**src/rtl/tsdt_pkg.sv**
```systemverilog
`default_nettype none

package tsdt_pkg;

   localparam int TIME_BITS     = 32;
   localparam int DIST_BITS     = 10;
   localparam int WINDOW_BITS   = 16;
   localparam int CSR_ADDR_BITS = 5;
   localparam int CSR_DATA_BITS = 32;
   localparam int CSR_IDX_BITS  = 3;

   localparam logic [CSR_IDX_BITS-1:0] REG_SWIPE_THRESHOLD   = 3'd0;
   localparam logic [CSR_IDX_BITS-1:0] REG_SWIPE_MAX_TIME    = 3'd1;
   localparam logic [CSR_IDX_BITS-1:0] REG_TAP_MAX_INTERVAL  = 3'd2;
   localparam logic [CSR_IDX_BITS-1:0] REG_TAP_MAX_DISTANCE  = 3'd3;
   localparam logic [CSR_IDX_BITS-1:0] REG_ROTATED_HALF_TURN = 3'd4;

   localparam logic [DIST_BITS-1:0]   SWIPE_THRESHOLD_RST  = 10'd60;
   localparam logic [WINDOW_BITS-1:0] SWIPE_MAX_TIME_RST   = 16'd500;
   localparam logic [WINDOW_BITS-1:0] TAP_MAX_INTERVAL_RST = 16'd400;
   localparam logic [DIST_BITS-1:0]   TAP_MAX_DISTANCE_RST = 10'd40;

   typedef struct packed {
      logic [DIST_BITS-1:0]   swipe_threshold;
      logic [WINDOW_BITS-1:0] swipe_max_time;
      logic [WINDOW_BITS-1:0] tap_max_interval;
      logic [DIST_BITS-1:0]   tap_max_distance;
      logic                   rotated_half_turn;
   } cfg_type;

   typedef struct packed {
      logic pressed;
      logic wake;
      logic enter_art;
      logic exit_art;
   } gesture_flags_type;

endpackage

`default_nettype wire

```
**src/rtl/tsdt_req_if.sv**
```systemverilog
`default_nettype none

interface tsdt_req_if #(
   parameter int COORD_BITS = 10
);
   logic                             valid;
   logic                             ready;
   logic                             touch_down;
   logic [COORD_BITS-1:0]            touch_x;
   logic [COORD_BITS-1:0]            touch_y;
   logic [tsdt_pkg::TIME_BITS-1:0]   now_ms;
   logic                             display_normal;
   logic                             art_mode_active;
   logic                             touch_suppressed;
   logic                             art_ready;

   modport source (
      output valid, touch_down, touch_x, touch_y, now_ms,
             display_normal, art_mode_active, touch_suppressed, art_ready,
      input  ready
   );

   modport sink (
      input  valid, touch_down, touch_x, touch_y, now_ms,
             display_normal, art_mode_active, touch_suppressed, art_ready,
      output ready
   );
endinterface

`default_nettype wire

```
**src/rtl/tsdt_rsp_if.sv**
```systemverilog
`default_nettype none

interface tsdt_rsp_if #(
   parameter int COORD_BITS = 10
);
   logic                  valid;
   logic                  ready;
   logic [COORD_BITS-1:0] report_x;
   logic [COORD_BITS-1:0] report_y;
   logic                  report_pressed;
   logic                  wake_request;
   logic                  enter_art_request;
   logic                  exit_art_request;

   modport source (
      output valid, report_x, report_y, report_pressed, wake_request,
             enter_art_request, exit_art_request,
      input  ready
   );

   modport sink (
      input  valid, report_x, report_y, report_pressed, wake_request,
             enter_art_request, exit_art_request,
      output ready
   );
endinterface

`default_nettype wire

```
**src/rtl/tsdt_csr.sv**
```systemverilog
`default_nettype none

module tsdt_csr (
   input  wire logic                                clock,
   input  wire logic                                reset,
   input  wire logic                                csr_psel,
   input  wire logic                                csr_penable,
   input  wire logic                                csr_pwrite,
   input  wire logic [tsdt_pkg::CSR_ADDR_BITS-1:0]  csr_paddr,
   input  wire logic [tsdt_pkg::CSR_DATA_BITS-1:0]  csr_pwdata,
   output logic      [tsdt_pkg::CSR_DATA_BITS-1:0]  csr_prdata,
   output logic                                     csr_pready,
   output tsdt_pkg::cfg_type                        cfg
);

   tsdt_pkg::cfg_type                   cfg_ff;
   tsdt_pkg::cfg_type                   cfg_in;
   logic [tsdt_pkg::CSR_IDX_BITS-1:0]   index;
   logic                                wr_en;

   assign index      = csr_paddr[tsdt_pkg::CSR_ADDR_BITS-1:2];
   assign wr_en      = csr_psel && csr_penable && csr_pwrite;
   assign csr_pready = 1'b1;
   assign cfg        = cfg_ff;

   always_comb begin
      cfg_in = cfg_ff;
      if (wr_en) begin
         unique case (index)
            tsdt_pkg::REG_SWIPE_THRESHOLD: begin
               cfg_in.swipe_threshold = csr_pwdata[tsdt_pkg::DIST_BITS-1:0];
            end
            tsdt_pkg::REG_SWIPE_MAX_TIME: begin
               cfg_in.swipe_max_time = csr_pwdata[tsdt_pkg::WINDOW_BITS-1:0];
            end
            tsdt_pkg::REG_TAP_MAX_INTERVAL: begin
               cfg_in.tap_max_interval = csr_pwdata[tsdt_pkg::WINDOW_BITS-1:0];
            end
            tsdt_pkg::REG_TAP_MAX_DISTANCE: begin
               cfg_in.tap_max_distance = csr_pwdata[tsdt_pkg::DIST_BITS-1:0];
            end
            tsdt_pkg::REG_ROTATED_HALF_TURN: begin
               cfg_in.rotated_half_turn = csr_pwdata[0];
            end
            default: begin
            end
         endcase
      end
   end

   always_comb begin
      unique case (index)
         tsdt_pkg::REG_SWIPE_THRESHOLD:
            csr_prdata = tsdt_pkg::CSR_DATA_BITS'(cfg_ff.swipe_threshold);
         tsdt_pkg::REG_SWIPE_MAX_TIME:
            csr_prdata = tsdt_pkg::CSR_DATA_BITS'(cfg_ff.swipe_max_time);
         tsdt_pkg::REG_TAP_MAX_INTERVAL:
            csr_prdata = tsdt_pkg::CSR_DATA_BITS'(cfg_ff.tap_max_interval);
         tsdt_pkg::REG_TAP_MAX_DISTANCE:
            csr_prdata = tsdt_pkg::CSR_DATA_BITS'(cfg_ff.tap_max_distance);
         tsdt_pkg::REG_ROTATED_HALF_TURN:
            csr_prdata = tsdt_pkg::CSR_DATA_BITS'(cfg_ff.rotated_half_turn);
         default:
            csr_prdata = '0;
      endcase
   end

   always_ff @(posedge clock) begin
      if (reset) begin
         cfg_ff.swipe_threshold   <= tsdt_pkg::SWIPE_THRESHOLD_RST;
         cfg_ff.swipe_max_time    <= tsdt_pkg::SWIPE_MAX_TIME_RST;
         cfg_ff.tap_max_interval  <= tsdt_pkg::TAP_MAX_INTERVAL_RST;
         cfg_ff.tap_max_distance  <= tsdt_pkg::TAP_MAX_DISTANCE_RST;
         cfg_ff.rotated_half_turn <= 1'b0;
      end else begin
         cfg_ff <= cfg_in;
      end
   end

endmodule

`default_nettype wire

```
**src/rtl/tsdt_gesture.sv**
```systemverilog
`default_nettype none

module tsdt_gesture #(
   parameter int COORD_BITS = 10
) (
   input  wire logic                              clock,
   input  wire logic                              reset,
   input  wire logic                              step_en,
   input  wire tsdt_pkg::cfg_type                 cfg,
   input  wire logic                              touch_down,
   input  wire logic [COORD_BITS-1:0]             touch_x,
   input  wire logic [COORD_BITS-1:0]             touch_y,
   input  wire logic [tsdt_pkg::TIME_BITS-1:0]    now_ms,
   input  wire logic                              display_normal,
   input  wire logic                              art_mode_active,
   input  wire logic                              touch_suppressed,
   input  wire logic                              art_ready,
   output logic      [COORD_BITS-1:0]             report_x,
   output logic      [COORD_BITS-1:0]             report_y,
   output tsdt_pkg::gesture_flags_type            flags
);

   localparam int CMP_BITS = (COORD_BITS > tsdt_pkg::DIST_BITS) ?
                             COORD_BITS : tsdt_pkg::DIST_BITS;

   logic                            tracking_ff, tracking_in;
   logic [COORD_BITS-1:0]           start_x_ff, start_x_in;
   logic [COORD_BITS-1:0]           start_y_ff, start_y_in;
   logic [tsdt_pkg::TIME_BITS-1:0]  start_time_ff, start_time_in;
   logic [COORD_BITS-1:0]           last_x_ff, last_x_in;
   logic [COORD_BITS-1:0]           last_y_ff, last_y_in;
   logic [tsdt_pkg::TIME_BITS-1:0]  tap_time_ff, tap_time_in;
   logic [COORD_BITS-1:0]           tap_x_ff, tap_x_in;
   logic [COORD_BITS-1:0]           tap_y_ff, tap_y_in;

   logic [tsdt_pkg::TIME_BITS-1:0]  elapsed;
   logic [tsdt_pkg::TIME_BITS-1:0]  gap;
   logic [COORD_BITS-1:0]           adx, ady, tdx, tdy;
   logic [CMP_BITS-1:0]             adx_w, ady_w, tdx_w, tdy_w, lim_w, tdist_w;
   logic                            dy_up;
   logic                            in_window, dominant, far;
   logic                            small_move, near_tap, in_interval;

   // magnitudes of the moves within the contact and from the stored tap
   assign adx = (last_x_ff >= start_x_ff) ? last_x_ff - start_x_ff
                                          : start_x_ff - last_x_ff;
   assign ady = (last_y_ff >= start_y_ff) ? last_y_ff - start_y_ff
                                          : start_y_ff - last_y_ff;
   assign tdx = (last_x_ff >= tap_x_ff) ? last_x_ff - tap_x_ff
                                        : tap_x_ff - last_x_ff;
   assign tdy = (last_y_ff >= tap_y_ff) ? last_y_ff - tap_y_ff
                                        : tap_y_ff - last_y_ff;

   assign adx_w   = CMP_BITS'(adx);
   assign ady_w   = CMP_BITS'(ady);
   assign tdx_w   = CMP_BITS'(tdx);
   assign tdy_w   = CMP_BITS'(tdy);
   assign lim_w   = CMP_BITS'(cfg.swipe_threshold);
   assign tdist_w = CMP_BITS'(cfg.tap_max_distance);

   // upward move after the half-turn correction
   assign dy_up = (last_y_ff < start_y_ff) ^ cfg.rotated_half_turn;

   assign elapsed     = now_ms - start_time_ff;
   assign gap         = now_ms - tap_time_ff;
   assign in_window   = elapsed < tsdt_pkg::TIME_BITS'(cfg.swipe_max_time);
   assign in_interval = gap < tsdt_pkg::TIME_BITS'(cfg.tap_max_interval);
   assign dominant    = ady_w > adx_w;
   assign far         = ady_w > lim_w;
   assign small_move  = !art_mode_active && (adx_w < tdist_w) && (ady_w < tdist_w);
   assign near_tap    = (tdx_w < tdist_w) && (tdy_w < tdist_w);

   always_comb begin
      tracking_in   = tracking_ff;
      start_x_in    = start_x_ff;
      start_y_in    = start_y_ff;
      start_time_in = start_time_ff;
      last_x_in     = last_x_ff;
      last_y_in     = last_y_ff;
      tap_time_in   = tap_time_ff;
      tap_x_in      = tap_x_ff;
      tap_y_in      = tap_y_ff;
      flags         = '0;
      if (touch_down) begin
         if (!tracking_ff) begin
            start_x_in    = touch_x;
            start_y_in    = touch_y;
            start_time_in = now_ms;
            tracking_in   = 1'b1;
         end
         last_x_in = touch_x;
         last_y_in = touch_y;
         if (!display_normal) begin
            flags.wake = 1'b1;
         end else if (!touch_suppressed) begin
            flags.wake    = 1'b1;
            flags.pressed = 1'b1;
         end
      end else if (tracking_ff) begin
         tracking_in = 1'b0;
         if (in_window) begin
            priority if (far && dominant && dy_up) begin
               flags.enter_art = art_ready;
            end else if (far && dominant) begin
               flags.exit_art = 1'b1;
            end else if (small_move) begin
               if (in_interval && near_tap) begin
                  flags.enter_art = art_ready;
                  tap_time_in     = '0;
               end else begin
                  tap_time_in = now_ms;
                  tap_x_in    = last_x_ff;
                  tap_y_in    = last_y_ff;
               end
            end
         end
      end
   end

   assign report_x = last_x_in;
   assign report_y = last_y_in;

   always_ff @(posedge clock) begin
      if (reset) begin
         tracking_ff   <= 1'b0;
         start_x_ff    <= '0;
         start_y_ff    <= '0;
         start_time_ff <= '0;
         last_x_ff     <= '0;
         last_y_ff     <= '0;
         tap_time_ff   <= '0;
         tap_x_ff      <= '0;
         tap_y_ff      <= '0;
      end else if (step_en) begin
         tracking_ff   <= tracking_in;
         start_x_ff    <= start_x_in;
         start_y_ff    <= start_y_in;
         start_time_ff <= start_time_in;
         last_x_ff     <= last_x_in;
         last_y_ff     <= last_y_in;
         tap_time_ff   <= tap_time_in;
         tap_x_ff      <= tap_x_in;
         tap_y_ff      <= tap_y_in;
      end
   end

endmodule

`default_nettype wire

```
**src/rtl/touch_swipe_double_tap_detector.sv**
```systemverilog
// channel   direction  payload
// req_ch    in         touch poll: touch flag, x, y, time in ms, display status flags
// rsp_ch    out        report x, y, pressed, wake, enter and exit art requests
// csr_*     in         apb register writes and reads, pready tied high
//
// one result per poll; the poll is registered at the input, the result at the output
// a poll can be taken every cycle while rsp_ch is not stalled; the gesture state updates in one pass
// reset (synchronous) restores register defaults and clears all gesture state
// while a result waits on rsp_ch.ready one more poll is held, then req_ch.ready drops
`default_nettype none

module touch_swipe_double_tap_detector #(
   parameter int COORD_BITS = 10
) (
   input  wire logic                                clock,
   input  wire logic                                reset,
   tsdt_req_if.sink                                 req_ch,
   tsdt_rsp_if.source                               rsp_ch,
   input  wire logic                                csr_psel,
   input  wire logic                                csr_penable,
   input  wire logic                                csr_pwrite,
   input  wire logic [tsdt_pkg::CSR_ADDR_BITS-1:0]  csr_paddr,
   input  wire logic [tsdt_pkg::CSR_DATA_BITS-1:0]  csr_pwdata,
   output logic      [tsdt_pkg::CSR_DATA_BITS-1:0]  csr_prdata,
   output logic                                     csr_pready
);

   tsdt_pkg::cfg_type               cfg;
   tsdt_pkg::gesture_flags_type     flags;
   tsdt_pkg::gesture_flags_type     flags_ff;

   logic                            in_valid_ff, in_valid_in;
   logic                            out_valid_ff, out_valid_in;
   logic                            advance, take_in;

   logic                            touch_down_ff;
   logic [COORD_BITS-1:0]           touch_x_ff, touch_y_ff;
   logic [tsdt_pkg::TIME_BITS-1:0]  now_ms_ff;
   logic                            display_normal_ff, art_mode_active_ff;
   logic                            touch_suppressed_ff, art_ready_ff;

   logic [COORD_BITS-1:0]           report_x, report_y;
   logic [COORD_BITS-1:0]           report_x_ff, report_y_ff;

   assign advance      = in_valid_ff && (!out_valid_ff || rsp_ch.ready);
   assign req_ch.ready = !in_valid_ff || advance;
   assign take_in      = req_ch.valid && req_ch.ready;

   assign in_valid_in  = take_in ? 1'b1 : (advance ? 1'b0 : in_valid_ff);
   assign out_valid_in = advance ? 1'b1
                                 : ((rsp_ch.valid && rsp_ch.ready) ? 1'b0 : out_valid_ff);

   tsdt_csr u_csr (
      .clock       (clock),
      .reset       (reset),
      .csr_psel    (csr_psel),
      .csr_penable (csr_penable),
      .csr_pwrite  (csr_pwrite),
      .csr_paddr   (csr_paddr),
      .csr_pwdata  (csr_pwdata),
      .csr_prdata  (csr_prdata),
      .csr_pready  (csr_pready),
      .cfg         (cfg)
   );

   tsdt_gesture #(
      .COORD_BITS (COORD_BITS)
   ) u_gesture (
      .clock            (clock),
      .reset            (reset),
      .step_en          (advance),
      .cfg              (cfg),
      .touch_down       (touch_down_ff),
      .touch_x          (touch_x_ff),
      .touch_y          (touch_y_ff),
      .now_ms           (now_ms_ff),
      .display_normal   (display_normal_ff),
      .art_mode_active  (art_mode_active_ff),
      .touch_suppressed (touch_suppressed_ff),
      .art_ready        (art_ready_ff),
      .report_x         (report_x),
      .report_y         (report_y),
      .flags            (flags)
   );

   always_ff @(posedge clock) begin
      if (reset) begin
         in_valid_ff  <= 1'b0;
         out_valid_ff <= 1'b0;
      end else begin
         in_valid_ff  <= in_valid_in;
         out_valid_ff <= out_valid_in;
      end
   end

   always_ff @(posedge clock) begin
      if (take_in) begin
         touch_down_ff       <= req_ch.touch_down;
         touch_x_ff          <= req_ch.touch_x;
         touch_y_ff          <= req_ch.touch_y;
         now_ms_ff           <= req_ch.now_ms;
         display_normal_ff   <= req_ch.display_normal;
         art_mode_active_ff  <= req_ch.art_mode_active;
         touch_suppressed_ff <= req_ch.touch_suppressed;
         art_ready_ff        <= req_ch.art_ready;
      end
   end

   always_ff @(posedge clock) begin
      if (advance) begin
         report_x_ff <= report_x;
         report_y_ff <= report_y;
         flags_ff    <= flags;
      end
   end

   assign rsp_ch.valid             = out_valid_ff;
   assign rsp_ch.report_x          = report_x_ff;
   assign rsp_ch.report_y          = report_y_ff;
   assign rsp_ch.report_pressed    = flags_ff.pressed;
   assign rsp_ch.wake_request      = flags_ff.wake;
   assign rsp_ch.enter_art_request = flags_ff.enter_art;
   assign rsp_ch.exit_art_request  = flags_ff.exit_art;

endmodule

`default_nettype wire
```
**src/flat_wrapper.sv**
```systemverilog
// flat-port wrapper written by rule: the top's interface ports become plain ports
module touch_swipe_double_tap_detector_flat 
#(
   parameter int COORD_BITS = 10
)
  (clock, reset, csr_psel, csr_penable, csr_pwrite, csr_paddr, csr_pwdata, csr_prdata, csr_pready, req_ch_valid, req_ch_touch_down, req_ch_touch_x, req_ch_touch_y, req_ch_now_ms, req_ch_display_normal, req_ch_art_mode_active, req_ch_touch_suppressed, req_ch_art_ready, req_ch_ready, rsp_ch_valid, rsp_ch_report_x, rsp_ch_report_y, rsp_ch_report_pressed, rsp_ch_wake_request, rsp_ch_enter_art_request, rsp_ch_exit_art_request, rsp_ch_ready);
  tsdt_req_if #(.COORD_BITS(COORD_BITS)) req_ch_i ();
  tsdt_rsp_if #(.COORD_BITS(COORD_BITS)) rsp_ch_i ();
  input  wire logic clock;
  input  wire logic reset;
  input  wire logic csr_psel;
  input  wire logic csr_penable;
  input  wire logic csr_pwrite;
  input  wire logic [tsdt_pkg::CSR_ADDR_BITS-1:0] csr_paddr;
  input  wire logic [tsdt_pkg::CSR_DATA_BITS-1:0] csr_pwdata;
  output logic      [tsdt_pkg::CSR_DATA_BITS-1:0] csr_prdata;
  output logic csr_pready;
  input wire logic [$bits(req_ch_i.valid)-1:0] req_ch_valid;
  input wire logic [$bits(req_ch_i.touch_down)-1:0] req_ch_touch_down;
  input wire logic [$bits(req_ch_i.touch_x)-1:0] req_ch_touch_x;
  input wire logic [$bits(req_ch_i.touch_y)-1:0] req_ch_touch_y;
  input wire logic [$bits(req_ch_i.now_ms)-1:0] req_ch_now_ms;
  input wire logic [$bits(req_ch_i.display_normal)-1:0] req_ch_display_normal;
  input wire logic [$bits(req_ch_i.art_mode_active)-1:0] req_ch_art_mode_active;
  input wire logic [$bits(req_ch_i.touch_suppressed)-1:0] req_ch_touch_suppressed;
  input wire logic [$bits(req_ch_i.art_ready)-1:0] req_ch_art_ready;
  output wire logic [$bits(req_ch_i.ready)-1:0] req_ch_ready;
  output wire logic [$bits(rsp_ch_i.valid)-1:0] rsp_ch_valid;
  output wire logic [$bits(rsp_ch_i.report_x)-1:0] rsp_ch_report_x;
  output wire logic [$bits(rsp_ch_i.report_y)-1:0] rsp_ch_report_y;
  output wire logic [$bits(rsp_ch_i.report_pressed)-1:0] rsp_ch_report_pressed;
  output wire logic [$bits(rsp_ch_i.wake_request)-1:0] rsp_ch_wake_request;
  output wire logic [$bits(rsp_ch_i.enter_art_request)-1:0] rsp_ch_enter_art_request;
  output wire logic [$bits(rsp_ch_i.exit_art_request)-1:0] rsp_ch_exit_art_request;
  input wire logic [$bits(rsp_ch_i.ready)-1:0] rsp_ch_ready;
  assign req_ch_i.valid = req_ch_valid;
  assign req_ch_i.touch_down = req_ch_touch_down;
  assign req_ch_i.touch_x = req_ch_touch_x;
  assign req_ch_i.touch_y = req_ch_touch_y;
  assign req_ch_i.now_ms = req_ch_now_ms;
  assign req_ch_i.display_normal = req_ch_display_normal;
  assign req_ch_i.art_mode_active = req_ch_art_mode_active;
  assign req_ch_i.touch_suppressed = req_ch_touch_suppressed;
  assign req_ch_i.art_ready = req_ch_art_ready;
  assign req_ch_ready = req_ch_i.ready;
  assign rsp_ch_valid = rsp_ch_i.valid;
  assign rsp_ch_report_x = rsp_ch_i.report_x;
  assign rsp_ch_report_y = rsp_ch_i.report_y;
  assign rsp_ch_report_pressed = rsp_ch_i.report_pressed;
  assign rsp_ch_wake_request = rsp_ch_i.wake_request;
  assign rsp_ch_enter_art_request = rsp_ch_i.enter_art_request;
  assign rsp_ch_exit_art_request = rsp_ch_i.exit_art_request;
  assign rsp_ch_i.ready = rsp_ch_ready;
  touch_swipe_double_tap_detector #(.COORD_BITS(COORD_BITS)) u_core (.clock(clock), .reset(reset), .req_ch(req_ch_i), .rsp_ch(rsp_ch_i), .csr_psel(csr_psel), .csr_penable(csr_penable), .csr_pwrite(csr_pwrite), .csr_paddr(csr_paddr), .csr_pwdata(csr_pwdata), .csr_prdata(csr_prdata), .csr_pready(csr_pready));
endmodule
```
**config.mk**
```make
export PLATFORM = sky130hd
export DESIGN_NAME = touch_swipe_double_tap_detector_flat
export DESIGN_NICKNAME = d
export VERILOG_FILES = /design/src/rtl/tsdt_pkg.sv /design/src/rtl/tsdt_req_if.sv /design/src/rtl/tsdt_rsp_if.sv /design/src/rtl/tsdt_csr.sv /design/src/rtl/tsdt_gesture.sv /design/src/rtl/touch_swipe_double_tap_detector.sv /design/src/flat_wrapper.sv
export SDC_FILE = /design/constraint.sdc
export NUM_CORES = 1
export LEC_CHECK = 0
export ABC_AREA = 1
export BUFFER_PORTS_ARGS = -buffer_cell sky130_fd_sc_hd__buf_2
export CORE_ASPECT_RATIO = 0.75
export CORE_MARGIN = 4
export CORE_UTILIZATION = 30
export CTS_CLUSTER_DIAMETER = 100
export CTS_CLUSTER_SIZE = 28
export DETAILED_ROUTE_END_ITERATION = 10
export GPL_ROUTABILITY_DRIVEN = 0
export PLACE_DENSITY = 0.58
export SYNTH_ARGS = -nofsm -noshare
export SYNTH_HDL_FRONTEND = slang
export SYNTH_SLANG_ARGS = --single-unit
```
**constraint.sdc**
```tcl
create_clock -name clock -period 7.55 [get_ports clock]
set_input_delay 0.755 -clock clock [delete_from_list [all_inputs] [get_ports clock]]
set_output_delay 0.755 -clock clock [all_outputs]
set_load 0.01 [all_outputs]
```
; ---- After elaboration in Yosys (flattened, before gate mapping)
; Index checks and enable logic that the tools add are counted.
; Widths: inputs -> output; s select.
[classes]
n_lt_le_gt_ge = 13
n_eq_ne = 4
bitwise_logic = 7
n_reduce_logical = 30
mux = 20
add_sub_neg = 10
[op_table]
columns = operator, n
row1 = $pmux 16 s5, 1
row2 = $sub 10x10->10, 8
row3 = $lt 32x16->1, 2
row4 = $sub 32x32->32, 2
row5 = $mux 10, 6
row6 = $lt 10x10->1, 5
row7 = $ge 10x10->1, 4
row8 = $mux 32, 1
row9 = $gt 10x10->1, 2
row10 = $reduce_and 2->1, 6
row11 = $logic_and 1x1->1, 11
row12 = $mux 1, 11
row13 = $reduce_and 8->1, 1
row14 = $reduce_and 7->1, 1
row15 = $eq 3x2->1 const B, 2
row16 = $not 1->1, 6
row17 = $reduce_bool 2->1, 2
row18 = $reduce_or 4->1, 1
row19 = $eq 3x1->1 const B, 1
row20 = $eq 3x3->1 const B, 1
row21 = $logic_not 1->1, 3
row22 = $logic_not 3->1, 1
row23 = $reduce_and 3->1, 1
row24 = $reduce_or 3->1, 1
row25 = 3 further kinds, 4
[totals]
out_inout_bits = 59
word_cells = 114
regBits = 261

; ---- Logic depth before layout (Yosys ltp)
; Gate-level depths: netlist (run 1).
[logic_depth]
depth_word = 9
depth_mapped = 31
ltp_nobuf = 28

; ---- Cells and area by module
; A second synthesis (run 1) with hierarchy kept.
[unflattened]
cells_unflattened = 3080
hier_area_um2 = 20738.6
[by_module_without_submodules]
columns = module, n_inst, seq_area_each_um2, area_per_inst_um2, cells_each
row1 = tsdt_gesture, 1, 2502.4, 15399.8, 2555
row2 = tsdt_csr, 1, 1061.0, 2815.2, 432
row3 = touch_swipe_double_tap_detector, 1, 2472.4, 2523.7, 93

; ---- Worst setup path before layout (run 1)
; No wires, ideal clock.
[synth_timing]
path_type = reg-to-reg
from = register u_core.u_gesture.start_x_ff[3]
to = register u_core.u_gesture.tap_time_ff[1] (netlist name)
setup_slack_ns = 3.411
arrival_ns = 4.011
n_path_buf = 3
path_stages_with_launch = 28
setup_ns = 0.128
cell_sequence = dfxtp_1 -> inv_1 -> ha_1 -> buf_2 -> nand2_1 -> nor2_1 -> nand3_1 -> nand4_1 -> buf_2 -> mux2_2 -> inv_1 -> a31oi_1 -> o21ai_0 -> xor2_1 -> inv_1 -> ha_1 -> a21oi_1 -> o21a_1 -> nand3_1 -> nor4_1 -> inv_1 -> nor3_1 -> nand3_2 -> buf_4 -> nand2_1 -> clkinv_1 -> nor2_1 -> nor2_1
[synth_via]
elab_chain_cells = 7
word_cells_on_any_way = 13
cone_classes = add/sub: 2 / order compare: 3 / mux: 1 / bitwise: 2 / reduce/logical: 5
[synth_lines]
columns = element, line
row1 = "start, declared", tsdt_gesture.sv:27  ; logic [COORD_BITS-1:0] start_x_ff, start_x_in;
row2 = "start signal, assigned", tsdt_gesture.sv:136  ; start_x_ff <= start_x_in;
row3 = "$sub 10x10->10, or another cell as far along", tsdt_gesture.sv:46  ; : start_x_ff - last_x_ff;
row4 = $mux 10 *, tsdt_gesture.sv:45  ; assign adx = (last_x_ff >= start_x_ff) ? last_x_ff - start_x_ff
row5 = $gt 10x10->1, tsdt_gesture.sv:68  ; assign dominant = ady_w > adx_w;
row6 = $logic_and 1x1->1, "tsdt_gesture.sv:102, tsdt_gesture.sv:104"
row7 = $logic_and 1x1->1, tsdt_gesture.sv:102  ; priority if (far && dominant && dy_up) begin
row8 = $not 1->1 (no line), --
row9 = $reduce_and 7->1 (no line) *, --
row10 = "end signal, assigned", tsdt_gesture.sv:141  ; tap_time_ff <= tap_time_in;
row11 = "end, declared", tsdt_gesture.sv:32  ; logic [tsdt_pkg::TIME_BITS-1:0] tap_time_ff, tap_time_in;
; Every way passes the cells marked *; elsewhere a longest branch is shown, timed or not.
; A chain may end at the register's enable or synchronous reset.

; ---- Worst setup path in the final report (run 1)
[layout_timing]
from = register u_core.u_gesture.last_x_ff[0]
to = register u_core.u_gesture.tap_time_ff[3] (netlist name)
[layout_via]
elab_chain_cells = 7
word_cells_on_any_way = 21
cone_classes = add/sub: 4 / order compare: 5 / mux: 3 / bitwise: 2 / reduce/logical: 7
[layout_lines]
columns = element, line
row1 = "start, declared", tsdt_gesture.sv:30  ; logic [COORD_BITS-1:0] last_x_ff, last_x_in;
row2 = "start signal, assigned", tsdt_gesture.sv:139  ; last_x_ff <= last_x_in;
row3 = "$sub 10x10->10, or another cell as far along", tsdt_gesture.sv:46
row4 = $mux 10, tsdt_gesture.sv:45
row5 = $gt 10x10->1, tsdt_gesture.sv:68
row6 = $logic_and 1x1->1, "tsdt_gesture.sv:102, tsdt_gesture.sv:104"
row7 = $logic_and 1x1->1, tsdt_gesture.sv:102
row8 = $not 1->1 (no line), --
row9 = $reduce_and 7->1 (no line), --
; Several ways; a longest one is shown, not always the timed one.

==> summary.txt, run 1 <==
Status
  • Outcome: complete, no violations

Route
  • Vias after detailed routing: 17901
  • Via density: 4.69
  • # DRC: 0
  • Total iterations of the first detailed-routing run: 7
  • Post-route ant nets: 0
  • Starting DRT DRC Count: 1551
  • Routed len/inst: 15.6 microns
  • WL final: 59400 microns

STA
  • Worst Skew: 0.0359 ns
  • F_max: 0.170 GHz
  • Final WS setup: 1.68 ns
  • Endpoints failing hold: 0
  • Final Cycle Share: 77.7%
  • Max-slew violations: 0
  • Slew HR: 25.6%
  • Setup TNS: 0 ns
  • RSZ-0062 raised after global routing: no
  • Final Critical Period: 5.87 ns
  • Final Setup Violations: 0
  • Slew @ Worst Pin: 1.11 ns

Critical path
  • Crit-path slowest cell: nand3_2
  • Worst reg2reg endpoint: u_core.u_gesture.tap_time_ff[3]
  • Worst setup SP type: register
  • Worst Setup SP: u_core.u_gesture.last_x_ff[0]
  • Worst Setup End Kind: register
  • Crit-path max cell delay: 0.84 ns
  • FF-to-FF Start: u_core.u_gesture.last_x_ff[0]
  • Buf+Inv Stages, Crit Path: 5
  • Crit Path Class: register to register
  • WP depth: 23
  • CP required: 7.95 ns
  • Critical Path Fanout Max: 32
  • CP delay by family, top: simple AND/OR/NAND/NOR gates
  • Worst reg-to-reg path cell count: 23
  • Cell repeated most along the worst path: inv_1
  • R2R Setup Slk: 1.68 ns
  • Worst EP arrival: 6.27 ns
  • Worst path cell trace: inv_1, ha_1, inv_1, fa_1, nand3_1, nand4_1, mux2i_1, a31oi_1, o21ai_0, xor2_1, inv_1, ha_1, a21oi_1, o21a_1, nand3_1, nor4_1, inv_1, nor3_1, nand3_2, nand2_1, clkinv_1, nor2_1, nor2_1

Cells and area
  • Finished Cell Area: 21600 sq um
  • Layout net count: 3277
  • Layout cell share with drive strength beyond 1: 6.47%
  • Filler-free cell count of the finished design: 3816
  • Area Overhead vs Synth: 10.3%

CTS
  • Post-CTS setup buffers: 0
  • Worst-path clk slew: 0.11 ns
  • CTS resizes: 0
  • H-tree depth: 1
  • Root Driver: clkbuf_16
  • Total CTS buffers: 16
  • Clock sinks: 261
  • Clock buffer depth: 3
  • Cts hold-fix bufs: 0
  • Clock network latency to the later pin of the worst-skew pair: 0.55 ns
  • CTS tree: yes

GRT
  • First-pass GRT wire length: 91900 microns
  • Initial antenna violation count: 10
  • Pin count of the biggest net entering global routing: 91
  • Vias in the first global route: 16113
  • Total Routing Usage GR: 16.6%
  • Remaining Overflow, GRT: 0

Job
  • Max Cap Viol: 0

Hold path
  • Worst Hold End: u_core.touch_y_ff[6]
  • Hold_sp: req_ch_touch_y[6]
  • Min-delay worst type: primary input to register
  • Hold Path Depth: 1

Die
  • Chip width: 303 microns
  • Die height: 229 microns
  • # IOs: 160
  • Initial Util: 30.6%
  • FP Rows: 80
  • Die area: 69400 sq um
  • Core area: 64100 sq um

Pwr
  • Power Total: 0.00409 W
  • Share of power burned in registers: 37.7%
  • Worst IR Drop VDD: 0.109 mV
  • Internal Pwr Total: 0.00249 W
  • PwrDens: 189 nW/um^2
  • NetSw: 0.00159 W
  • Combinational share of power: 37.3%
  • Clock Power Share: 24.9%
  • Sw Share: 39.0%
  • Leakage power: 10.4 nW

Synthesis
  • Post-synth EDFFs: 81
  • Sequential share of the synthesized area: 30.8%
  • Mapped cell area: 19600 sq um
  • Syn avg cell area: 6.85 sq um
  • Async SR Flop Fraction: 0%
  • Synth warnings: 0
  • Cell count after synthesis: 2856
  • Unique cell type count in the Yosys netlist: 52
  • Synth Flop Type: dfxtp_1
  • #FFs+latches synth: 261

Place
  • DP Cell Count: 3787
  • DP Area: 21000 sq um
  • Post-detail-place hpwl: 47300 microns
  • Worst slack, placed: 1.67 ns
  • # port buffers: 124
==> worst max path at each step <==
stage / end
2_1_floorplan: u_core.u_gesture.tap_time_ff[1]
3_3_place_gp: u_core.u_gesture.tap_time_ff[14]
3_5_place_dp: u_core.u_gesture.tap_time_ff[14]
4_1_cts: u_core.u_gesture.tap_time_ff[25]
5_1_grt: u_core.u_gesture.tap_time_ff[22]
6_report: u_core.u_gesture.tap_time_ff[3]
==> registers in the layout, indices dropped and copies added, names as in the netlist, 10 cells and up <==
signal and flops:
u_core.touch_y_ff 10, u_core.rsp_ch.report_y 10, u_core.rsp_ch.report_x 10, u_core.u_gesture.start_x_ff 10, u_core.u_gesture.tap_x_ff 10, u_core.u_gesture.last_x_ff 10
u_core.u_gesture.start_time_ff 32, u_core.touch_x_ff 10, u_core.now_ms_ff 32, u_core.u_gesture.start_y_ff 10, u_core.u_csr.cfg 53, u_core.u_gesture.last_y_ff 10
u_core.u_gesture.tap_time_ff 32, u_core.u_gesture.tap_y_ff 10
==> power groups by stage <==
stage / registers (W) / clock network, W / logic [W]
6_report: 0.00154 / 0.00102 / 0.00153
2_1_floorplan: 0.00156 / 0 / 0.00110
5_1_grt: 0.00155 / 0.00111 / 0.00175
3_3_place_gp: 0.00157 / 0 / 0.00148
4_1_cts: 0.00154 / 0.00106 / 0.00151
3_5_place_dp: 0.00157 / 0 / 0.00150
==> kinds of logic (layout without fill, tap and decap cells) <==
logic type               after synthesis  count (layout)  share of synthesized area (%)
AO/OA/AOI/OAI                        542             542                           15.1
XOR/XNOR                              62              62                           2.77
adder cells (fa/ha/maj)              232             232                           15.2
buffers and inverters                591             674                           11.9
flip-flops                           261             261                           30.8
multiplexers                           6               6                          0.326
other                                  2              18                         0.0384
AND/OR/NAND/NOR                     1160            1160                           23.8
==> metal layers <==
metal	share of wire (%)	track usage, %	wire (microns)	vias to the layer above
li1	-	-	-	9316
met1	54	27.4	32300	8064
met2	37	22.6	22100	470
met3	7.2	2.59	4270	43
met4	1.1	1.98	667	8
met5	0.074	0	44	-
==> cell usage in the layout, fill, tap and decap left out, drive strengths merged, types with 25 or more instances in the layout <==
| cell | netlist | layout |
|---|---|---|
| o21ai | 200 | 200 |
| clkinv | 20 | 25 |
| nand3 | 97 | 97 |
| buf | 35 | 138 |
| dfxtp | 180 | 180 |
| xor2 | 46 | 46 |
| a21oi | 254 | 254 |
| inv | 488 | 492 |
| nor2 | 315 | 315 |
| ha | 222 | 222 |
| edfxtp | 81 | 81 |
| nand2 | 685 | 685 |
| nand4 | 31 | 31 |
==> area by class of cell <==
class / instances / area, sq um
fill: 7034 / 42500
multi-input combinational: 2019 / 11300
sequential: 261 / 6040
inverter: 508 / 1910
tap: 861 / 1080
timing repair buffer: 138 / 726
clock buffer: 19 / 433
clock inverter: 9 / 128
antenna: 1 / 2.50
==> synth_stat cells, drive strengths merged (4+ instances only) <==
cell type | count | area, sq um
o22ai | 7 | 43.8
o2111ai | 14 | 123
xor2 | 46 | 403
inv | 488 | 1830
nand4 | 31 | 209
xnor2 | 16 | 140
nand3 | 97 | 505
dfxtp | 180 | 3600
clkinv | 20 | 75.1
o211ai | 12 | 90.1
fa | 10 | 200
o21ai | 200 | 1000
nor3 | 20 | 100
clkbuf | 48 | 180
nand2 | 685 | 2570
buf | 35 | 238
ha | 222 | 2780
o21a | 5 | 37.5
nand3b | 5 | 37.5
a221oi | 6 | 52.6
o21bai | 12 | 90.1
a21o | 4 | 30.0
nor2 | 315 | 1190
a31oi | 4 | 25.0
edfxtp | 81 | 2430
a211oi | 13 | 97.6
a21oi | 254 | 1270
==> per-stage QoR <==
step                      hold WS (ns)  utilization (%)
after CTS                        0.346             33.7
final                            0.376             33.7
after global placement           0.474             32.8
after global routing             0.348             33.7
after detailed placement         0.480             32.8
after floorplan                  0.435                -
No activity file was read; power rests on OpenSTA's default activity.
==> run 2, diff against run 1 <==
ABC_AREA = 0   (was 1)
PLACE_DENSITY = 0.59   (was 0.58)
clock period = 4.98 ns   (was 7.55 ns; I/O delays follow)
==> run 2 against run 1 <==
The flow now finishes with violations (setup timing); die area is 1.6% lower; register-to-register slack worse by 2.4 ns; clock power is 55% higher; routed wire length is 1.5% higher; final cell count is 8.4% lower; utilization is 3.5 points higher; via count is 2.6% lower; critical path depth is 4 higher; synthesized cell count is 19% lower; sequential share of layout area is 2.4 points lower; worst hold slack worse by 0.27 ns.
==> summary.txt, run 2 <==
Synthesis
  • Post-synthesis xor/xnor area fraction: 3.09% (was 2.77%)
  • Post-synth top area cell: dfxtp_1 (unchanged)
  • Unique cell type count in the Yosys netlist: 82 (was 52)
  • Synth Flop Type: dfxtp_1 (unchanged)
  • Leading post-synthesis cells by cell area: dfxtp_1 (19%), ha_1 (14%), edfxtp_1 (13%) (was dfxtp_1 (18%), ha_1 (14%), nand2_1 (13%))
  • Syn avg cell area: 8.33 sq um (was 6.85 sq um)
  • #FFs+latches synth: 261 (unchanged)
  • Mapped cell area: 19300 sq um (was 19600 sq um)
  • Cell count after synthesis: 2311 (was 2856)
  • Synth Area in Simple Gates: 15.2% (was 23.8%)
  • Post-synthesis mux area share: 5.68% (was 0.326%)
  • Sequential share of the synthesized area: 31.3% (was 30.8%)
  • Synth top cells by count: nand2_1 (356), inv_1 (233), ha_1 (222) (was nand2_1 (684), inv_1 (477), nor2_1 (312))
  • Synth Area in Adders: 15.5% (was 15.2%)
  • Yosys top cell area share: 18.7% (was 18.4%)
  • Synth Area in Compound Gates: 21.6% (was 15.1%)
  • Synth warnings: 0 (unchanged)
  • Post-synth EDFFs: 81 (unchanged)
  • Async SR Flop Fraction: 0% (unchanged)
  • Top-count cell post-synth: nand2_1 (unchanged)
  • Combinational family with the most area after synthesis: compound AO/OA/AOI/OAI gates (was simple AND/OR/NAND/NOR gates)

Status
  • Outcome: finished, violations left (was complete, no violations)
  • Violated checks: setup timing

Critical path
  • Worst Setup End Kind: register (unchanged)
  • FF-to-FF Start: u_core.u_gesture.last_y_ff[0] (was u_core.u_gesture.last_x_ff[0])
  • Worst EP arrival: 6.11 ns (was 6.27 ns)
  • Worst setup SP type: register (unchanged)
  • CP required: 5.42 ns (was 7.95 ns)
  • Worst Setup SP: u_core.u_gesture.last_y_ff[0] (was u_core.u_gesture.last_x_ff[0])
  • Crit Path Class: register to register (unchanged)
  • Critical Path Fanout Max: 16 (was 32)

Route
  • Via density: 4.99 (was 4.69)
  • WL final: 60300 microns (was 59400 microns)
  • # DRC: 0 (unchanged)
  • Total iterations of the first detailed-routing run: 6 (was 7)
  • Routed len/inst: 17.2 microns (was 15.6 microns)
  • Vias after detailed routing: 17432 (was 17901)
  • Post-route ant nets: 0 (unchanged)
  • Starting DRT DRC Count: 1326 (was 1551)

Place
  • Worst slack, placed: -0.827 ns (was 1.67 ns)
  • Post-detail-place hpwl: 46100 microns (was 47300 microns)
  • # port buffers: 124 (unchanged)

Job
  • Max Cap Viol: 0 (unchanged)

STA
  • Max-slew violations: 0 (unchanged)
  • F_max: 0.176 GHz (was 0.170 GHz)
  • RSZ-0062 raised after global routing: yes (was no)
  • Final Critical Period: 5.68 ns (was 5.87 ns)
  • Slew @ Worst Pin: 1.16 ns (was 1.11 ns)
  • Final Setup Violations: 53 (was 0)
  • Worst Skew: 0.0394 ns (was 0.0359 ns)
  • Slew HR: 22.4% (was 25.6%)
  • Final Cycle Share: 114% (was 77.7%)
  • Final WS setup: -0.696 ns (was 1.68 ns)
  • Endpoints failing hold: 0 (unchanged)

GRT
  • Pin count of the biggest net entering global routing: 75 (was 91)
  • Total Routing Usage GR: 16.9% (was 16.6%)
  • Initial antenna violation count: 4 (was 10)
  • Remaining Overflow, GRT: 0 (unchanged)
  • First-pass GRT wire length: 93100 microns (was 91900 microns)
  • Vias in the first global route: 16226 (was 16113)

Hold path
  • Hold_sp: req_ch_now_ms[6] (was req_ch_touch_y[6])
  • Min-delay worst type: primary input to register (unchanged)

Pwr
  • Power Total: 0.00622 W (was 0.00409 W)
  • Worst IR Drop VDD: 0.313 mV (was 0.109 mV)
  • Leakage power: 9.52 nW (was 10.4 nW)
  • PwrDens: 263 nW/um^2 (was 189 nW/um^2)

Cells and area
  • Layout net count: 2957 (was 3277)
  • Max FFs per register: 53 (unchanged)
  • Most common cell after layout, fill and taps aside: nand2_1 (unchanged)
  • Layout cell share with drive strength beyond 1: 20.2% (was 6.47%)
  • Commonest non-fill, non-tap cells in the layout: nand2_1 (356), buf_4 (271), inv_1 (229) (was nand2_1 (684), inv_1 (475), nor2_1 (312))
  • Fillcell total: 6552 (was 7034)
  • Area Overhead vs Synth: 22.8% (was 10.3%)

CTS
  • Clock sinks: 261 (unchanged)
  • Cts hold-fix bufs: 0 (unchanged)
  • H-tree depth: 1 (unchanged)
  • CTS tree: yes (unchanged)
  • Worst-path clk slew: 0.12 ns (was 0.11 ns)
  • Total CTS buffers: 16 (unchanged)
  • Clock buffer depth: 3 (unchanged)
  • Clock network latency to the later pin of the worst-skew pair: 0.56 ns (was 0.55 ns)
  • Root Driver: clkbuf_16 (unchanged)

Die
  • FP Rows: 80 (unchanged)
  • # IOs: 160 (unchanged)
  • Die area: 68300 sq um (was 69400 sq um)
  • Initial Util: 30.3% (was 30.6%)
  • Die height: 227 microns (was 229 microns)
  • Chip width: 301 microns (was 303 microns)
  • Core area: 63600 sq um (was 64100 sq um)
==> run 2: changes by cell type in the layout (fill, tap and decap cells not counted), moves of 30 or more <==
cell | previous run | this run
a31o_1 | 0 | 32
inv_1 | 475 | 229
o21ai_0 | 198 | 102
nand2_1 | 684 | 356
nor2b_1 | 0 | 30
o311a_1 | 0 | 32
buf_4 | 14 | 271
nand3_1 | 93 | 27
a21oi_1 | 253 | 210
mux2i_1 | 3 | 70
nor2_1 | 312 | 116
==> run 2: path summary, 6_finish.rpt <==
kind         depth (start not counted)                                 end  slack (ns)
max                                 27    u_core.u_gesture.tap_time_ff[27]       -0.70
min                                  1                 u_core.now_ms_ff[6]        0.10
max reg2reg                         27    u_core.u_gesture.tap_time_ff[27]       -0.70
min reg2reg                          2  u_core.u_gesture.start_time_ff[19]        0.46
==> run 2: kinds of logic after synthesis <==
family | after synthesis
adders and majority gates | 232
other | 2
buffers and inverters | 362
xor gates and xnor gates | 68
muxes | 96
and+or+nand+nor | 658
AOI/OAI and AO/OA | 632
DFF | 261
==> run 2: worst max-delay path: stages (launching register included) <==
cell and delay, ns:
dfxtp_2 0.34, inv_2 0.06, ha_2 0.15, inv_1 0.05
fa_2 0.36, a21o_1 0.20, a211oi_2 0.22, o21ba_4 0.19
o21ai_4 0.10, mux2i_1 0.14, a221o_1 0.33, a31oi_2 0.24
o221ai_2 0.13, buf_4 0.16, nand3_1 0.09, a21oi_2 0.09
ha_4 0.16, or3_1 0.30, a311o_1 0.26, or4_1 0.42
nor4_2 0.23, nand4_1 0.14, nor4_2 0.16, and4_1 0.29
a2111oi_4 0.11, clkbuf_16 0.22, clkbuf_16 0.18, a31o_1 0.21
==> run 2: stage by stage <==
step / TNS [ns] / std cells / util (%) / hold WS (ns) / cell area, sq um
floorplan: -6.90 / 2326 / - / 0.435 / 19400
global placement: -33.83 / 3444 / 35.4 / 0.443 / 22500
detailed placement: -42.09 / 3444 / 35.4 / 0.447 / 22500
CTS: -30.90 / 3479 / 36.5 / 0.0815 / 23200
global route: -47.86 / 3496 / 37.2 / 0.0915 / 23600
finish: -33.02 / 3496 / 37.2 / 0.103 / 23600
==> run 2: power by group <==
group          internal, W  switching (W)  total [W]  leakage [nW]
logic              0.00106        0.00128    0.00234          7.01
registers          0.00226      0.0000447    0.00230          2.25
clock network     0.000680       0.000900    0.00158         0.269
total              0.00399        0.00222    0.00622          9.52
==> run 2: layout make-up <==
cell class | instances | area [sq um] | share of cell area, %
flip-flops and latches | 261 | 6040 | 25.6
repair buffers | 409 | 2960 | 12.5
clock inverters | 9 | 130 | 0.550
multi-input cells | 1703 | 12100 | 51.3
diodes | 1 | 2.50 | 0.0106
well taps | 861 | 1080 | 4.56
clock buffers | 19 | 433 | 1.83
inverters | 233 | 876 | 3.70
==> run 2: layer usage <==
metal	track usage [%]	wire, microns	vias to the layer above
li1	-	-	8768
met1	26.5	31500	8175
met2	25.0	24300	438
met3	1.95	3470	47
met4	3.05	971	4
met5	0	33	-
==> run 2: repair_timing <==
item / 4_1_cts / 5_1_grt
resized for setup: 14 / 65
endpoints found under the hold margin: 0 / 0
setup buffers: 6 / 14
cloned: 2 / 4
endpoints found under the setup margin: 54 / 54
pin swaps: 7 / 29
==> run 3, diff against run 2 <==
ABC_AREA = 1   (was 0)
==> run 3 against run 2 <==
Critical path depth stayed put; final cell count grew 9.9%; worst setup slack better by 1.1 ns; power rose by 2.4%; sequential power rose by 2%; flip-flop and latch count unchanged; clock power grew 4%; the flow now finishes without violations; final area down 7.5%; global-route usage shrank 0.37 points; clock skew is 0.0052 ns higher.
==> summary.txt, run 3 (same netlist as run 1, synthesis figures left out) <==
Status
  • Outcome: complete, no violations (was finished, violations left)

Cells and area
  • Commonest non-fill, non-tap cells in the layout: nand2_1 (683), inv_1 (475), nor2_1 (311) (was nand2_1 (356), buf_4 (271), inv_1 (229))
  • Layout net count: 3298 (was 2957)
  • Finished Cell Area: 21900 sq um (was 23600 sq um)
  • Area Overhead vs Synth: 11.7% (was 22.8%)
  • Layout cell share with drive strength beyond 1: 7.43% (was 20.2%)
  • Max FFs per register: 53 (unchanged)
  • Most common cell after layout, fill and taps aside: nand2_1 (unchanged)

Route
  • Starting DRT DRC Count: 1693 (was 1326)
  • Post-route ant nets: 0 (unchanged)
  • Vias after detailed routing: 18092 (was 17432)
  • Total iterations of the first detailed-routing run: 5 (was 6)
  • Via density: 4.71 (was 4.99)
  • Routed len/inst: 15.4 microns (was 17.2 microns)
  • WL final: 59300 microns (was 60300 microns)
  • # DRC: 0 (unchanged)

STA
  • Final WS setup: 0.379 ns (was -0.696 ns)
  • Final Setup Violations: 0 (was 53)
  • Hold_ws: 0.113 ns (was 0.103 ns)
  • Slew HR: 45.6% (was 22.4%)
  • Endpoints failing hold: 0 (unchanged)
  • Final Cycle Share: 92.4% (was 114%)
  • Final Critical Period: 4.60 ns (was 5.68 ns)
  • Max-slew violations: 0 (unchanged)
  • Worst Skew: 0.0446 ns (was 0.0394 ns)
  • Slew @ Worst Pin: 0.816 ns (was 1.16 ns)
  • F_max: 0.217 GHz (was 0.176 GHz)

GRT
  • Vias in the first global route: 16034 (was 16226)
  • Initial antenna violation count: 10 (was 4)
  • Total Routing Usage GR: 16.5% (was 16.9%)
  • Remaining Overflow, GRT: 0 (unchanged)
  • Pin count of the biggest net entering global routing: 82 (was 75)
  • First-pass GRT wire length: 91400 microns (was 93100 microns)

Pwr
  • Combinational share of power: 37.4% (was 37.6%)
  • PwrDens: 291 nW/um^2 (was 263 nW/um^2)
  • Leakage power: 10.5 nW (was 9.52 nW)
  • Share of power burned in registers: 36.7% (was 37.0%)
  • NetSw: 0.00249 W (was 0.00222 W)
  • Internal Pwr Total: 0.00388 W (was 0.00399 W)
  • Sw Share: 39.0% (was 35.8%)
  • Clock Power Share: 25.9% (was 25.4%)
  • Worst IR Drop VDD: 0.201 mV (was 0.313 mV)

Die
  • Chip width: 303 microns (was 301 microns)
  • Die height: 229 microns (was 227 microns)
  • FP Rows: 80 (unchanged)
  • Core area: 64100 sq um (was 63600 sq um)
  • # IOs: 160 (unchanged)
  • Initial Util: 30.6% (was 30.3%)
  • Die area: 69400 sq um (was 68300 sq um)

Critical path
  • CP required: 5.37 ns (was 5.42 ns)
  • Crit Path Class: register to register (unchanged)
  • Worst EP arrival: 4.99 ns (was 6.11 ns)
  • Critical Path Fanout Max: 32 (was 16)
  • Worst setup SP type: register (unchanged)
  • Worst Setup End Kind: register (unchanged)
  • FF-to-FF Start: u_core.u_gesture.start_x_ff[8] (was u_core.u_gesture.last_y_ff[0])
  • Worst Setup SP: u_core.u_gesture.start_x_ff[8] (was u_core.u_gesture.last_y_ff[0])

Place
  • DP Area: 21100 sq um (was 22500 sq um)
  • # port buffers: 124 (unchanged)
  • Post-detail-place hpwl: 47400 microns (was 46100 microns)
  • Worst slack, placed: 0.198 ns (was -0.827 ns)

Job
  • Max Cap Viol: 0 (unchanged)

Hold path
  • Hold_sp: req_ch_touch_y[6] (was req_ch_now_ms[6])
  • Min-delay worst type: primary input to register (unchanged)

CTS
  • Root Driver: clkbuf_16 (unchanged)
  • CTS tree: yes (unchanged)
  • Clock network latency to the later pin of the worst-skew pair: 0.56 ns (about the same)
  • Total CTS buffers: 17 (was 16)
  • Clock sinks: 261 (unchanged)
  • H-tree depth: 1 (unchanged)
  • Worst-path clk slew: 0.10 ns (was 0.12 ns)
  • Clock buffer depth: 3 (unchanged)
-- run 3: cell type report --
class / instances / area [sq um]
antenna: 5 / 12.5
clock inverter: 11 / 158
multi-input combinational: 2019 / 11300
tap: 861 / 1080
inverter: 508 / 1910
clock buffer: 19 / 454
fill: 7010 / 42200
sequential: 261 / 6040
timing repair buffer: 158 / 913
-- run 3: repair_timing --
action | 4_1_cts | 5_1_grt
gates resized for setup | 0 | 19
setup endpoints to repair | 0 | 53
buffers inserted | 0 | 5
hold buffers | 0 | 0
-- run 3: critical path, stage by stage (launching register included) --
cell      delay (ns)
dfxtp_1         0.35
inv_1           0.06
ha_1            0.36
nand2_1         0.15
inv_1           0.10
a21oi_1         0.19
nand4_1         0.24
buf_4           0.23
mux2_2          0.27
inv_1           0.07
a31oi_2         0.05
o21ai_1         0.19
xor2_1          0.24
inv_1           0.09
ha_1            0.29
a21oi_1         0.15
o21a_1          0.14
nand3_1         0.08
nor4_1          0.25
inv_1           0.10
nor3_1          0.14
buf_4           0.16
nand3_2         0.09
buf_12          0.20
nand2_1         0.08
clkinv_1        0.05
nor2_1          0.10
nor2_1          0.04
-- run 3: metrics by stage --
stage	TNS, ns	power [W]	instances	utilization, %
floorplan	0	0.00404	2871	-
global placement	0	0.00466	3802	33.0
detailed placement	0	0.00469	3802	33.0
CTS	0	0.00638	3832	34.0
global route	-0.272	0.00684	3837	34.1
finish	0	0.00637	3842	34.1
-- run 3: power groups by stage --
stage	combinational, W	sequential [W]	clock (W)
4_1_cts	0.00232	0.00234	0.00173
6_report	0.00238	0.00234	0.00165
2_1_floorplan	0.00167	0.00237	0
3_3_place_gp	0.00227	0.00238	0
3_5_place_dp	0.00231	0.00239	0
5_1_grt	0.00270	0.00235	0.00179
-- run 3: worst paths after layout --
kind / to / slack, ns / depth (start not counted)
worst max-delay path: u_core.u_gesture.tap_time_ff[23] / 0.38 / 27
worst min register to register: u_core.u_gesture.start_x_ff[3] / 0.49 / 2
worst max register to register: u_core.u_gesture.tap_time_ff[23] / 0.38 / 27
worst min-delay path: u_core.touch_y_ff[6] / 0.11 / 1
-- run 3: metal layers --
metal  up-vias  track usage [%]  routed length, microns  share of wire, %
li1       9361                -                       -                 -
met1      8165             27.1                   31500                53
met2       529             22.9                   22600                38
met3        33             2.42                    4540               7.6
met4         4             2.00                     648               1.1
met5         -                0                      22             0.037
